[src/design/lscn_pkg.sv]
package lscn_pkg;

  localparam int SENSORS_DEF = 5;
  localparam int SENSOR_W    = 3;
  localparam int VAL_W       = 8;
  localparam int PROD_W      = 2 * VAL_W;

  localparam logic [VAL_W-1:0] UNCAL_LEVEL    = 8'd128;
  localparam logic [VAL_W-1:0] FULL_SCALE_RST = 8'd255;
  localparam logic [VAL_W-1:0] MIN_RANGE_RST  = 8'd50;

  // Operation codes
  localparam logic [1:0] OP_CLEAR  = 2'd0;
  localparam logic [1:0] OP_SAMPLE = 2'd1;
  localparam logic [1:0] OP_NORM   = 2'd2;

  // Register indexes (paddr[2])
  localparam logic REG_FULL_SCALE = 1'b0;
  localparam logic REG_MIN_RANGE  = 1'b1;

  typedef struct packed {
    logic [1:0]          op;
    logic [SENSOR_W-1:0] sensor;
    logic [VAL_W-1:0]    raw_value;
  } in_t;

  typedef struct packed {
    logic [VAL_W-1:0] level;
    logic             sensor_calibrated;
    logic             all_calibrated;
    logic [VAL_W-1:0] low_mark;
    logic [VAL_W-1:0] high_mark;
    logic [VAL_W-1:0] span;
    logic             index_valid;
  } out_t;

  typedef struct packed {
    logic [VAL_W-1:0] low_mark;
    logic [VAL_W-1:0] high_mark;
    logic [VAL_W-1:0] span;
  } bank_entry_t;

  typedef struct packed {
    logic                clear;
    logic                sample;
    logic [SENSOR_W-1:0] sensor;
    logic [VAL_W-1:0]    raw;
  } bank_cmd_t;

  typedef enum logic [1:0] {
    ST_IDLE,
    ST_CALC,
    ST_DIV,
    ST_DONE
  } state_t;

  function automatic bank_entry_t preset_entry(input logic [SENSOR_W-1:0] idx);
    bank_entry_t e;
    case (idx)
      3'd0:    e = '{low_mark: 8'd3,   high_mark: 8'd121, span: 8'd118};
      3'd1:    e = '{low_mark: 8'd5,   high_mark: 8'd102, span: 8'd97};
      3'd2:    e = '{low_mark: 8'd5,   high_mark: 8'd68,  span: 8'd63};
      3'd3:    e = '{low_mark: 8'd9,   high_mark: 8'd106, span: 8'd97};
      3'd4:    e = '{low_mark: 8'd25,  high_mark: 8'd202, span: 8'd177};
      default: e = '{low_mark: 8'd255, high_mark: 8'd0,   span: 8'd0};
    endcase
    return e;
  endfunction

endpackage

[src/design/lscn_bank.sv]
module lscn_bank #(
  parameter int SENSORS = lscn_pkg::SENSORS_DEF
) (
  input  logic                               clk,
  input  logic                               rst_n,
  input  lscn_pkg::bank_cmd_t                cmd,
  input  logic [lscn_pkg::VAL_W-1:0]         full_scale,
  input  logic [lscn_pkg::VAL_W-1:0]         min_range,
  input  logic [lscn_pkg::SENSOR_W-1:0]      rd_sensor,
  output lscn_pkg::bank_entry_t              rd_entry,
  output logic                               all_cal
);

  localparam int IDX_W = (SENSORS > 1) ? $clog2(SENSORS) : 1;
  localparam logic [lscn_pkg::SENSOR_W:0] SENSOR_CNT = (lscn_pkg::SENSOR_W + 1)'(SENSORS);

  lscn_pkg::bank_entry_t entry_r [SENSORS];
  lscn_pkg::bank_entry_t cur;
  lscn_pkg::bank_entry_t upd;
  logic [IDX_W-1:0]      wr_idx;
  logic [lscn_pkg::VAL_W-1:0] diff;

  assign wr_idx = cmd.sensor[IDX_W-1:0];
  assign cur    = entry_r[wr_idx];

  // Widen the marks, accept the span once the distance is large enough
  always_comb begin
    upd = cur;
    if (cmd.raw < cur.low_mark) begin
      upd.low_mark = cmd.raw;
    end
    if (cmd.raw > cur.high_mark) begin
      upd.high_mark = cmd.raw;
    end
    diff = upd.high_mark - upd.low_mark;
    if ((upd.high_mark > upd.low_mark) && (diff >= min_range)) begin
      upd.span = diff;
    end
  end

  always_ff @(posedge clk) begin
    if (!rst_n) begin
      for (int i = 0; i < SENSORS; i++) begin
        entry_r[i] <= lscn_pkg::preset_entry(lscn_pkg::SENSOR_W'(i));
      end
    end else if (cmd.clear) begin
      for (int i = 0; i < SENSORS; i++) begin
        entry_r[i] <= '{low_mark: full_scale, high_mark: '0, span: '0};
      end
    end else if (cmd.sample) begin
      entry_r[wr_idx] <= upd;
    end
  end

  always_comb begin
    if ({1'b0, rd_sensor} < SENSOR_CNT) begin
      rd_entry = entry_r[rd_sensor[IDX_W-1:0]];
    end else begin
      rd_entry = '0;
    end
  end

  always_comb begin
    all_cal = 1'b1;
    for (int i = 0; i < SENSORS; i++) begin
      if (entry_r[i].span == '0) begin
        all_cal = 1'b0;
      end
    end
  end

endmodule

[src/design/lscn_div.sv]
module lscn_div (
  input  logic                          clk,
  input  logic                          rst_n,
  input  logic                          start,
  input  logic [lscn_pkg::PROD_W-1:0]   dividend,
  input  logic [lscn_pkg::VAL_W-1:0]    divisor,
  output logic                          done,
  output logic [lscn_pkg::PROD_W-1:0]   quotient
);

  localparam int STEPS = lscn_pkg::PROD_W / 2;
  localparam int CNT_W = $clog2(STEPS);
  localparam logic [CNT_W-1:0] LAST = CNT_W'(STEPS - 1);

  logic                        busy_r, busy_nxt;
  logic                        done_r, done_nxt;
  logic [CNT_W-1:0]            cnt_r, cnt_nxt;
  logic [lscn_pkg::VAL_W-1:0]  rem_r, rem_nxt;
  logic [lscn_pkg::VAL_W-1:0]  dvs_r, dvs_nxt;
  logic [lscn_pkg::PROD_W-1:0] quo_r, quo_nxt;
  logic [lscn_pkg::VAL_W:0]    r1, r2;
  logic [lscn_pkg::VAL_W-1:0]  rem1;
  logic                        q1, q2;

  // Two restoring steps per cycle
  always_comb begin
    r1 = {rem_r, quo_r[lscn_pkg::PROD_W-1]};
    q1 = (r1 >= {1'b0, dvs_r});
    rem1 = q1 ? lscn_pkg::VAL_W'(r1 - {1'b0, dvs_r}) : r1[lscn_pkg::VAL_W-1:0];
    r2 = {rem1, quo_r[lscn_pkg::PROD_W-2]};
    q2 = (r2 >= {1'b0, dvs_r});

    busy_nxt = busy_r;
    done_nxt = 1'b0;
    cnt_nxt  = cnt_r;
    rem_nxt  = rem_r;
    dvs_nxt  = dvs_r;
    quo_nxt  = quo_r;
    if (start) begin
      busy_nxt = 1'b1;
      cnt_nxt  = '0;
      rem_nxt  = '0;
      dvs_nxt  = divisor;
      quo_nxt  = dividend;
    end else if (busy_r) begin
      rem_nxt = q2 ? lscn_pkg::VAL_W'(r2 - {1'b0, dvs_r}) : r2[lscn_pkg::VAL_W-1:0];
      quo_nxt = {quo_r[lscn_pkg::PROD_W-3:0], q1, q2};
      cnt_nxt = cnt_r + 1'b1;
      if (cnt_r == LAST) begin
        busy_nxt = 1'b0;
        done_nxt = 1'b1;
      end
    end
  end

  always_ff @(posedge clk) begin
    if (!rst_n) begin
      busy_r <= 1'b0;
      done_r <= 1'b0;
      cnt_r  <= '0;
    end else begin
      busy_r <= busy_nxt;
      done_r <= done_nxt;
      cnt_r  <= cnt_nxt;
    end
  end

  always_ff @(posedge clk) begin
    rem_r <= rem_nxt;
    dvs_r <= dvs_nxt;
    quo_r <= quo_nxt;
  end

  assign done     = done_r;
  assign quotient = quo_r;

endmodule

[src/design/line_sensor_calibrate_normalize_top.sv]
// Flow: an accepted transaction moves from the idle state through calc to done, where
//   its result is loaded and out_valid rises; this path serves clear, calibration,
//   op 3 and a normalize that does not divide. A normalize transaction that divides
//   also waits in the div state for the 2-bit-per-cycle divider to finish.
// One transaction in flight: in_ready is high only in the idle state, so the next
//   input transaction is accepted only after the previous result is loaded. A held
//   result stalls the sequencer in its done state until the result register frees up.
// Reset (rst_n low, synchronous): calibration bank loads its preset table,
//   full_scale 255, min_range 50, sequencer idle, no result pending.
module line_sensor_calibrate_normalize_top #(
  parameter int SENSORS = lscn_pkg::SENSORS_DEF
) (
  input  logic                  clk,
  input  logic                  rst_n,
  // configuration port
  input  logic                  cfg_psel,
  input  logic                  cfg_penable,
  input  logic                  cfg_pwrite,
  input  logic [2:0]            cfg_paddr,
  input  logic [31:0]           cfg_pwdata,
  output logic [31:0]           cfg_prdata,
  output logic                  cfg_pready,
  // input channel
  input  logic                  in_valid,
  output logic                  in_ready,
  input  lscn_pkg::in_t         in_data,
  // result channel
  output logic                  out_valid,
  input  logic                  out_ready,
  output lscn_pkg::out_t        out_data
);

  localparam logic [lscn_pkg::SENSOR_W:0] SENSOR_CNT = (lscn_pkg::SENSOR_W + 1)'(SENSORS);

  lscn_pkg::state_t state_r, state_nxt;

  lscn_pkg::in_t               item_r;
  logic [lscn_pkg::VAL_W-1:0]  full_scale_r;
  logic [lscn_pkg::VAL_W-1:0]  min_range_r;
  logic [lscn_pkg::VAL_W-1:0]  level_r, level_nxt;
  logic                        out_valid_r;
  lscn_pkg::out_t              out_data_r;

  lscn_pkg::bank_cmd_t         bank_cmd;
  lscn_pkg::bank_entry_t       entry;
  logic                        all_cal;
  logic                        idx_ok;
  logic                        need_div;
  logic                        div_start;
  logic                        div_done;
  logic [lscn_pkg::PROD_W-1:0] product;
  logic [lscn_pkg::PROD_W-1:0] quotient;
  logic                        in_xact;
  logic                        cfg_wr;
  logic                        out_load;
  lscn_pkg::out_t              result;

  // ---------------------------------------------------------------------------
  // Configuration registers: written in the APB access phase, read back as is
  // ---------------------------------------------------------------------------
  assign cfg_pready = 1'b1;
  assign cfg_wr     = cfg_psel && cfg_penable && cfg_pwrite;

  always_ff @(posedge clk) begin
    if (!rst_n) begin
      full_scale_r <= lscn_pkg::FULL_SCALE_RST;
      min_range_r  <= lscn_pkg::MIN_RANGE_RST;
    end else if (cfg_wr) begin
      unique case (cfg_paddr[2])
        lscn_pkg::REG_FULL_SCALE: full_scale_r <= cfg_pwdata[lscn_pkg::VAL_W-1:0];
        lscn_pkg::REG_MIN_RANGE:  min_range_r  <= cfg_pwdata[lscn_pkg::VAL_W-1:0];
        default: ;
      endcase
    end
  end

  always_comb begin
    unique case (cfg_paddr[2])
      lscn_pkg::REG_FULL_SCALE: cfg_prdata = {24'b0, full_scale_r};
      lscn_pkg::REG_MIN_RANGE:  cfg_prdata = {24'b0, min_range_r};
      default:                  cfg_prdata = '0;
    endcase
  end

  // ---------------------------------------------------------------------------
  // Capture the accepted transaction; it stays put until the result is formed
  // ---------------------------------------------------------------------------
  assign in_xact = in_valid && in_ready;

  always_ff @(posedge clk) begin
    if (in_xact) begin
      item_r <= in_data;
    end
  end

  assign idx_ok = ({1'b0, item_r.sensor} < SENSOR_CNT);

  // ---------------------------------------------------------------------------
  // Calibration bank: one addressed read, at most one update per transaction
  // ---------------------------------------------------------------------------
  lscn_bank #(
    .SENSORS (SENSORS)
  ) u_bank (
    .clk        (clk),
    .rst_n      (rst_n),
    .cmd        (bank_cmd),
    .full_scale (full_scale_r),
    .min_range  (min_range_r),
    .rd_sensor  (item_r.sensor),
    .rd_entry   (entry),
    .all_cal    (all_cal)
  );

  // Only a normalize with a valid, calibrated sensor and a sample at or above the low
  // mark goes through the divider; the product is registered inside it.
  assign need_div = (item_r.op == lscn_pkg::OP_NORM) && (entry.span != '0) &&
                    (item_r.raw_value >= entry.low_mark);
  assign product  = lscn_pkg::PROD_W'(item_r.raw_value - entry.low_mark) *
                    lscn_pkg::PROD_W'(full_scale_r);

  lscn_div u_div (
    .clk      (clk),
    .rst_n    (rst_n),
    .start    (div_start),
    .dividend (product),
    .divisor  (entry.span),
    .done     (div_done),
    .quotient (quotient)
  );

  // ---------------------------------------------------------------------------
  // Sequencer: next state
  // ---------------------------------------------------------------------------
  assign out_load = (!out_valid_r) || out_ready;

  always_comb begin
    state_nxt = state_r;
    unique case (state_r)
      lscn_pkg::ST_IDLE: begin
        if (in_xact) begin
          state_nxt = lscn_pkg::ST_CALC;
        end
      end
      lscn_pkg::ST_CALC: begin
        state_nxt = (idx_ok && need_div) ? lscn_pkg::ST_DIV : lscn_pkg::ST_DONE;
      end
      lscn_pkg::ST_DIV: begin
        if (div_done) begin
          state_nxt = lscn_pkg::ST_DONE;
        end
      end
      lscn_pkg::ST_DONE: begin
        if (out_load) begin
          state_nxt = lscn_pkg::ST_IDLE;
        end
      end
      default: state_nxt = lscn_pkg::ST_IDLE;
    endcase
  end

  // ---------------------------------------------------------------------------
  // Sequencer: outputs
  // ---------------------------------------------------------------------------
  always_comb begin
    in_ready        = 1'b0;
    div_start       = 1'b0;
    bank_cmd.clear  = 1'b0;
    bank_cmd.sample = 1'b0;
    bank_cmd.sensor = item_r.sensor;
    bank_cmd.raw    = item_r.raw_value;
    level_nxt       = level_r;
    unique case (state_r)
      lscn_pkg::ST_IDLE: begin
        in_ready = 1'b1;
      end
      lscn_pkg::ST_CALC: begin
        // Apply the update, settle the easy levels, launch the divide
        bank_cmd.clear  = idx_ok && (item_r.op == lscn_pkg::OP_CLEAR);
        bank_cmd.sample = idx_ok && (item_r.op == lscn_pkg::OP_SAMPLE);
        div_start       = idx_ok && need_div;
        if (idx_ok && (item_r.op == lscn_pkg::OP_NORM) && (entry.span == '0)) begin
          level_nxt = lscn_pkg::UNCAL_LEVEL;
        end else begin
          level_nxt = '0;
        end
      end
      lscn_pkg::ST_DIV: begin
        // Saturate the quotient at full scale
        if (div_done) begin
          if (quotient > lscn_pkg::PROD_W'(full_scale_r)) begin
            level_nxt = full_scale_r;
          end else begin
            level_nxt = quotient[lscn_pkg::VAL_W-1:0];
          end
        end
      end
      lscn_pkg::ST_DONE: ;
      default: ;
    endcase
  end

  // Result reflects the bank after the update; an unknown sensor reports zeros
  always_comb begin
    result = '0;
    if (idx_ok) begin
      result.level             = level_r;
      result.sensor_calibrated = (entry.span != '0);
      result.all_calibrated    = all_cal;
      result.low_mark          = entry.low_mark;
      result.high_mark         = entry.high_mark;
      result.span              = entry.span;
      result.index_valid       = 1'b1;
    end
  end

  always_ff @(posedge clk) begin
    if (!rst_n) begin
      state_r     <= lscn_pkg::ST_IDLE;
      out_valid_r <= 1'b0;
    end else begin
      state_r <= state_nxt;
      if ((state_r == lscn_pkg::ST_DONE) && out_load) begin
        out_valid_r <= 1'b1;
      end else if (out_ready) begin
        out_valid_r <= 1'b0;
      end
    end
  end

  always_ff @(posedge clk) begin
    level_r <= level_nxt;
    if ((state_r == lscn_pkg::ST_DONE) && out_load) begin
      out_data_r <= result;
    end
  end

  assign out_valid = out_valid_r;
  assign out_data  = out_data_r;

endmodule

[config.mk]
export PLATFORM = sky130hd
export DESIGN_NAME = line_sensor_calibrate_normalize_top
export DESIGN_NICKNAME = d
export VERILOG_FILES = /design/src/design/lscn_pkg.sv /design/src/design/lscn_bank.sv /design/src/design/lscn_div.sv /design/src/design/line_sensor_calibrate_normalize_top.sv
export SDC_FILE = /design/constraint.sdc
export NUM_CORES = 1
export LEC_CHECK = 0
export BUFFER_PORTS_ARGS = -buffer_cell sky130_fd_sc_hd__buf_4
export CORE_ASPECT_RATIO = 0.7
export CORE_UTILIZATION = 35
export CTS_CLUSTER_SIZE = 12
export DETAILED_ROUTE_END_ITERATION = 7
export GPL_ROUTABILITY_DRIVEN = 0
export PLACE_DENSITY = 0.52
export SYNTH_ARGS = -nofsm -noshare
export SYNTH_HDL_FRONTEND = slang
export SYNTH_HIERARCHICAL = 1
export SYNTH_SLANG_ARGS = --single-unit
[constraint.sdc]
create_clock -name clk -period 12.6 [get_ports clk]
set_input_delay 1.89 -clock clk [delete_from_list [all_inputs] [get_ports clk]]
set_output_delay 1.89 -clock clk [all_outputs]
set_load 0.05 [all_outputs]
# Yosys cells after proc, flatten, opt, wreduce, memory -nomap -nowiden

Memories as Yosys holds them, arrays and structs flattened. A register that Yosys moved wholly into a read port is not among the register bits.
Index checks and enable logic that the tools add are counted.

Add/subtract/negate cells: 5
$lt $le $gt $ge: 9
Divide/modulo/power cells: 0
Multiplexer cells: 51
Shifts and indexed selects: 0
Bitwise logic cells: 9
Reduce and logical (&&, ||, !) cells: 34
$mul: 1
Eq/ne operators: 9

Operator list:

| operator             | number |
|---|---|
| $mux W24             | 12 |
| $mux W8              | 8 |
| $pmux W32 S2         | 1 |
| $logic_not A8 Y1     | 6 |
| $mux W16             | 2 |
| $reduce_or A24 Y1    | 1 |
| $sub A8 B8 Y8        | 3 |
| $mux W1              | 20 |
| $ge A9 B8 Y1         | 2 |
| $ge A8 B8 Y1         | 2 |
| $gt A16 B8 Y1        | 1 |
| $gt A8 B8 Y1         | 2 |
| $mul A9 B9 Y16       | 1 |
| $pmux W8 S2          | 1 |
| $logic_and A1 B1 Y1  | 12 |
| $sub A8 B8 Y9        | 1 |
| $lt A8 B8 Y1         | 1 |
| $mux W2              | 4 |
| $pmux W2 S4          | 1 |
| $reduce_bool A8 Y1   | 1 |
| $eq A2 B2 Y1 const B | 3 |
| $mux W3              | 2 |
| $reduce_and A2 Y1    | 3 |
| $reduce_bool A2 Y1   | 3 |
| 15 further kinds     | 25 |

Word-level logic and storage cells: 140
Memory bits (writable): 120
Bits in latches: 0
Memory bits (read-only): 0
Memories: 1
Flip-flop bits (word level): 112
Output and inout port bits: 70
Bits of input ports: 55

Memories:

| name           | depth | bits a word | rd ports | clocked after memory_dff | write ports | RTL line        | RTL |
|---|---|---|---|---|---|---|---|
| u_bank.entry_r | 5     | 24          | 6        | 1                        | 5           | lscn_bank.sv:17 | `lscn_pkg::bank_entry_t entry_r [SENSORS];` |

# Longest topological paths before layout

Gate-level depths: netlist of the first run.

Depth after elaboration: 9
Mapped depth: 29
Mapped depth without buffers: 27

# Hierarchy

Netlist of the first run, hierarchy kept.

Modules (own cells, without submodules):

| module                              | area each (µm²) | cells each | instances |
|---|---|---|---|
| lscn_bank                           | 10,156.0        | 892        | 1 |
| line_sensor_calibrate_normalize_top | 6,515.0         | 665        | 1 |
| lscn_div                            | 2,344.7         | 217        | 1 |

# Worst setup path before layout of the first run

Ideal clock, no wire load.

Kind: flip-flop to flip-flop
From: register item_r (netlist bit bank_cmd[10])
To: register u_div.quo_r (netlist bit u_div/quotient[13]) (data pin)
Data arrival time: 6,705 ps
Path slack: 5,636 ps
Data required time: 12,340 ps
Cell stages (with the launch flop): 30
Setup time: 260 ps
Path through: edfxtp_1 > clkbuf_1 > clkbuf_1 > mux2i_1 > nor2_1 > a21oi_1 > o22ai_1 > inv_1 > ha_1 > nor2b_4 > o21ai_4 > nand2_2 > a21o_1 > a21oi_4 > mux2_4 > fa_1 > inv_1 > fa_1 > fa_1 > inv_1 > fa_1 > inv_1 > ha_1 > o21a_1 > o21a_1 > o21ai_0 > nor2_1 > a21oi_1 > xnor2_1 > mux2_2

RTL lines:

| element                | RTL line                                  | RTL |
|---|---|---|
| start, declared        | line_sensor_calibrate_normalize_top.sv:37 | `lscn_pkg::in_t item_r;` |
| start signal, assigned | line_sensor_calibrate_normalize_top.sv:92 | `item_r <= in_data;` |
| end signal, assigned   | lscn_div.sv:71                            | `quo_r <= quo_nxt;` |
| end, declared          | lscn_div.sv:20                            | `logic [lscn_pkg::PROD_W-1:0] quo_r, quo_nxt;` |

==> metrics.csv, run 1 <==
stage,metric,value,unit
outcome,outcome,completed,
logic_synthesis,simple-gate share of the synthesized area,0.121,
clock_network,CTS Sinks,304,
route,ANT nets after route,0,
route,DRC,0,
logic_synthesis,"count leader, synth",edfxtp_1,
sta,relative slew slack,0.286,
route,total vias in the final route,14384,
layout,design area,21500,um^2
clock_network,worst skew pair latency,0.54,ns
route,wire length on met1,29500,um
clock_network,Post-CTS Setup Repair Bufs,0,
logic_synthesis,area share of fa/ha/maj cells after synthesis,0.128,
logic_synthesis,largest family of logic cells by synthesized area,compound AO/OA/AOI/OAI gates,
placement,Post-DP Area,20400,um^2
sta,Fin Hold WS,0.488,ns
route,vias per std cell,5.56,
setup_path,CP max FO,22,
floorplanning,die area,55300,um^2
floorplanning,Die H,197,um
route,initial drt markers,1367,
clock_network,H-tree levels,2,
global_routing,pin count of the biggest net entering global routing,42,
floorplanning,Boundary Pins,125,
sta,FMAX,0.105,GHz
sta,setup TNS,0,ns
route,1st-pass router iterations,6,
clock_network,clock root buffer,clkbuf_16,
layout,n_diodes,0,
route,top layer in use,met4,
layout,layout cell share with drive strength beyond 1,0.119,
logic_synthesis,Post-Synth XOR/XNOR Area,0.0201,
logic_synthesis,number of flops mapped to enable cells by yosys,272,
flow_run,maxcap violations,0,
setup_path,CP required,12.84,ns
floorplanning,Std-Cell Rows,71,
sta,Final Cycle Share,0.755,
min_path,Tightest Hold Check Type,flip-flop to flip-flop,
route,WL/cell,23.5,um
clock_network,clock buffer depth,3,
floorplanning,initial core utilization,0.354,
clock_network,TritonCTS clock tree,yes,
clock_network,TritonCTS Buffers,35,
setup_path,CP endpoint kind,flip-flop,
logic_synthesis,Yosys top cell by area,edfxtp_1,
sta,Setup Skew,0.0271,ns
sta,Final Critical Period,9.51,ns
sta,RSZ-0062 raised after global routing,no,
logic_synthesis,Synth Area in Compound Gates,0.135,
sta,Slew @ Worst Pin,1.06,ns
logic_synthesis,post-synthesis sequential element count,304,
sta,Final Max Slew Viols,0,
sta,Fin. Hold Viols,0,
clock_network,"Reg clk slew, reported paths",0.06,ns
route,metal3 WL,6300,um
global_routing,first-pass GRT wire length,90000,um
floorplanning,chip width,281,um
logic_synthesis,dominant synthesized flop cell,edfxtp_1,
setup_path,critical path class,flip-flop to flip-flop,
placement,DP HPWL,42300,um
logic_synthesis,top post-synthesis cells by area,"edfxtp_1, ha_1, fa_1, mux2i_1, inv_1",
floorplanning,core area,53700,um^2
logic_synthesis,Post-Syn Area,19000,um^2
global_routing,overall global routing resource usage,0.220,
logic_synthesis,sequential share of the synthesized area,0.463,
layout,FILL cells,5223,
route,final wirelength,60700,um
setup_path,CP startpoint kind,flip-flop,
logic_synthesis,mux share of post-synthesis cell area,0.0683,
layout,nets@finish,2046,
logic_synthesis,Ys Warns,6,
logic_synthesis,commonest cells in the netlist,"edfxtp_1, inv_1, nor2_1, nand2_1, ha_1",
logic_synthesis,async set or reset register ratio after synthesis,0,
placement,input/output buffers,73,
clock_network,PostCTS Resize Cnt,0,
layout,Syn-to-layout area delta,13.1,%
global_routing,initial antenna violation count,2,
logic_synthesis,Syn Area/Cell,10.7,um^2
global_routing,number of global-route vias before repair,13641,
setup_path,WP data arrival,9.75,ns
sta,Final Setup Violations,0,
logic_synthesis,post-synthesis cell type count,80,
global_routing,total gr overflow,0,
logic_synthesis,Yosys top cell area share,0.430,
logic_synthesis,Syn Inst Count,1774,
route,metal2 WL,23900,um
layout,final core utilization,0.401,
clock_network,# hold bufs at CTS,0,
-- placed cells by master, fill, tap and decap left out, drive strengths merged, types with 14 or more instances in the layout --
cell type  count
a211oi        14
xnor2         32
nand2b        27
o21ai         91
nor2         124
mux2i         93
fa            59
nand2        115
clkinv        14
a22oi         76
nor3          14
clkbuf        44
dfxtp         32
o22ai         29
ha           100
nand4         29
conb          25
nand3         15
nor4          20
nor2b         24
and2          61
a21oi         90
edfxtp       272
buf          107
inv          185
mux2          30
-- final timing paths --
kind	startpoint	to	slack, ns	depth (start not counted)
worst max register to register	bank_cmd[9]	u_bank/entry_r[6][5]	3.09	24
worst min-delay path	min_range_r[3]	min_range_r[3]	0.49	2
worst min register to register	min_range_r[3]	min_range_r[3]	0.49	2
worst max-delay path	bank_cmd[9]	u_bank/entry_r[6][5]	3.09	24
-- cell families (layout without fill, tap and decap cells) --
family                     Yosys count  count (layout)
and+or+nand+nor                    458             458
other                                2              25
xor gates and xnor gates            42              42
DFF                                304             304
buffers and inverters              294             354
muxes                              123             123
adders and majority gates          159             159
AOI/OAI and AO/OA                  392             392
-- routing by layer --
metal  vias to the layer above  GRT usage
met2                       709      0.297
met1                      7147      0.348
met4                         0     0.0482
li1                       6447          -
met3                        81     0.0511
met5                         -          0
-- registers in the layout, indices dropped and copies added, names as in the netlist --
register and cells:
out_valid 1, u_div/busy_r 1, u_div/quotient 16, u_div/done 1
state_r 2, item_r 2, bank_cmd 11, full_scale_r 8
u_bank/entry_r 192, out_data 35, u_div/rem_r 8, u_div/cnt_r 3
level_r 8, u_div/dvs_r 8, min_range_r 8
-- per-stage QoR --
| step | worst slack, ns | cells |
|---|---|---|
| finish | 3.09 | 2587 |
| global route | 2.56 | 2587 |
| global placement | 3.42 | 2525 |
| CTS | 3.35 | 2587 |
| detailed placement | 3.42 | 2525 |
| floorplan | 5.64 | 1797 |
-- final cells by class --
cell class | count | area (um^2) | share of cell area
multi-input cells | 1199 | 9130 | 0.425
repair buffers | 107 | 803 | 0.0374
inverters | 185 | 694 | 0.0323
flip-flops and latches | 304 | 8810 | 0.410
clock buffers | 44 | 951 | 0.0442
well taps | 730 | 913 | 0.0425
clock inverters | 18 | 198 | 0.00919
-- worst max-delay path, cell delays in order (launching register included) --
cell,delay (ns)
edfxtp_1,0.38
buf_4,0.25
buf_4,0.28
nor3b_2,0.79
buf_4,0.44
a22oi_1,0.16
nand4_1,0.14
inv_1,0.05
ha_1,0.18
a2111oi_0,0.57
o21ai_1,0.20
a21oi_1,0.85
mux2i_1,0.60
ha_1,0.35
a21o_1,0.18
a21oi_1,0.43
o21ai_0,0.24
o41a_1,0.36
xnor2_1,0.69
ha_1,0.38
o22ai_1,0.29
nor2_1,0.15
a31oi_4,0.49
mux2i_1,0.61
inv_1,0.15
Power of run 1 is not shown: default switching activity piles up to over one toggle a cycle in this logic, so the estimate is an artifact.
==> inputs of run 2 (changes only) <==
--- a/config.mk
+++ b/config.mk
@@ -11,7 +11,7 @@
 export CTS_CLUSTER_SIZE = 12
 export DETAILED_ROUTE_END_ITERATION = 7
 export GPL_ROUTABILITY_DRIVEN = 0
-export PLACE_DENSITY = 0.52
+export PLACE_DENSITY = 0.54
 export SYNTH_ARGS = -nofsm -noshare
 export SYNTH_HDL_FRONTEND = slang
 export SYNTH_HIERARCHICAL = 1
==> constraint.sdc (replaced) <==
create_clock -name clk -period 7.65 [get_ports clk]
set_input_delay 1.1475 -clock clk [delete_from_list [all_inputs] [get_ports clk]]
set_output_delay 1.1475 -clock clk [all_outputs]
set_load 0.05 [all_outputs]
==> run 2 against run 1 <==
  * Via count up 0.53%
  * Maximum frequency rose by 29%
  * Setup slack got worse by 2.8 ns
  * Routed wire length is essentially flat
  * Register-to-register slack worse by 2.8 ns
==> metrics.csv, run 2 (same netlist as run 1, synthesis figures left out) <==
stage,metric,value,unit
floorplanning,Boundary Pins,125,
min_path,Tightest Hold Check Type,flip-flop to flip-flop,
placement,DP Worst Slack,0.152,ns
setup_path,CP required,7.93,ns
placement,Placed Cells incl. Taps,2571,
global_routing,first-pass GRT wire length,89400,um
setup_path,CP max FO,29,
clock_network,# hold bufs at CTS,0,
sta,setup TNS,0,ns
global_routing,pin count of the biggest net entering global routing,38,
route,ANT nets after route,0,
route,final wirelength,60700,um
sta,Slew @ Worst Pin,1.40,ns
layout,max FFs per register,192,
route,1st-pass router iterations,5,
floorplanning,initial core utilization,0.354,
min_path,Hold Path Depth,2,
layout,largest reg by FF count,u_bank/entry_r,
sta,worst setup margin,0.282,ns
clock_network,clock root buffer,clkbuf_16,
setup_path,Crit Reg-Reg Endpoint,u_div/quotient[15],
floorplanning,chip width,281,um
floorplanning,core area,53700,um^2
clock_network,TritonCTS Buffers,34,
setup_path,CP startpoint kind,flip-flop,
sta,Final Max Slew Viols,0,
layout,n_diodes,0,
floorplanning,Std-Cell Rows,71,
sta,Fin. Hold Viols,0,
route,DRC,0,
layout,"most common cell after layout, fill and taps aside",edfxtp_1,
setup_path,WP data arrival,7.65,ns
global_routing,overall global routing resource usage,0.220,
setup_path,Worst path max stage delay,0.54,ns
setup_path,Reg2Reg Setup Slack,0.28,ns
layout,Syn-to-layout area delta,14.9,%
min_path,Hold Startpoint,min_range_r[7],
layout,layout cell share with drive strength beyond 1,0.143,
clock_network,TritonCTS clock tree,yes,
sta,RSZ-0062 raised after global routing,no,
setup_path,cell count of the worst reg-to-reg path,28,
global_routing,total gr overflow,0,
sta,Fin Hold WS,0.483,ns
clock_network,H-tree levels,2,
route,initial drt markers,1533,
floorplanning,die area,55300,um^2
setup_path,critical path class,flip-flop to flip-flop,
sta,Final Critical Period,7.37,ns
placement,input/output buffers,73,
min_path,Worst Hold End,min_range_r[7],
setup_path,CP endpoint kind,flip-flop,
route,total vias in the final route,14460,
global_routing,initial antenna violation count,0,
flow_run,maxcap violations,0,
layout,Layout Cells excl Fill,2631,
clock_network,CTS Sinks,304,
sta,Setup Skew,0.0230,ns
sta,Final Setup Violations,0,
layout,most frequent cells in the layout,"edfxtp_1, inv_1, buf_4",
global_routing,number of global-route vias before repair,13658,
placement,DP HPWL,43800,um
floorplanning,Die H,197,um
setup_path,worst r2r src,bank_cmd[10],
route,vias per std cell,5.50,
sta,relative slew slack,0.0574,
clock_network,"Reg clk slew, reported paths",0.06,ns
setup_path,Slowest cell on crit path,fa_1,
outcome,outcome,completed,
clock_network,clock buffer depth,3,
layout,nets@finish,2092,
sta,FMAX,0.136,GHz
sta,Final Cycle Share,0.963,
route,WL/cell,23.1,um
clock_network,worst skew pair latency,0.54,ns
-- run 2: worst max-delay path, delay by kind of cell, from the launching register on --
kind / cells / cell delay (ns)
adder cells (fa/ha/maj): 6 / 2.67
AO/OA/AOI/OAI: 9 / 1.88
buffers and inverters: 7 / 0.84
multiplexers: 2 / 0.62
flip-flops: 1 / 0.49
AND/OR/NAND/NOR: 3 / 0.42
XOR/XNOR: 1 / 0.17
-- run 2: layout make-up --
type | instances | area, um^2
inverters | 185 | 694
well taps | 730 | 913
clock buffers | 44 | 900
multi-input cells | 1199 | 9200
flip-flops and latches | 304 | 8810
clock inverters | 15 | 140
repair buffers | 154 | 1210
fillers | 5274 | 31800
-- run 2: worst max-delay path by stage --
stage / start / endpoint / slack (ns) / cells past startpoint
floorplan: bank_cmd[10] / u_div/quotient[13] / 0.69 / 29
global placement: bank_cmd[10] / u_div/quotient[15] / 0.17 / 24
detailed placement: bank_cmd[10] / u_div/quotient[15] / 0.15 / 24
CTS: bank_cmd[10] / u_div/quotient[15] / 0.1 / 24
global route: bank_cmd[10] / u_bank/entry_r[2][2] / 0.003 / 31
finish: bank_cmd[10] / u_div/quotient[15] / 0.28 / 28
-- run 2: what timing repair did --
| item | in CTS | in global routing |
|---|---|---|
| buffers inserted | 0 | 1 |
| gates resized for setup | 0 | 16 |
| endpoints found under the setup margin | 0 | 68 |
-- run 2: through the flow --
stage	instance area (um^2)	util
final	21900	0.407
after global routing	21900	0.407
after CTS	21800	0.406
after detailed placement	20700	0.386
after global placement	20700	0.386
after floorplan	19100	-
-- run 2: metal layers --
| layer | part of all wire | vias up | GRT usage |
|---|---|---|---|
| met1 | 0.48 | 7177 | 0.341 |
| met3 | 0.12 | 69 | 0.0651 |
| met4 | 0.015 | 0 | 0.0417 |
| met5 | 0 | - | 0 |
| met2 | 0.39 | 688 | 0.297 |
| li1 | - | 6526 | - |
Power of run 2 is left out for the same reason.
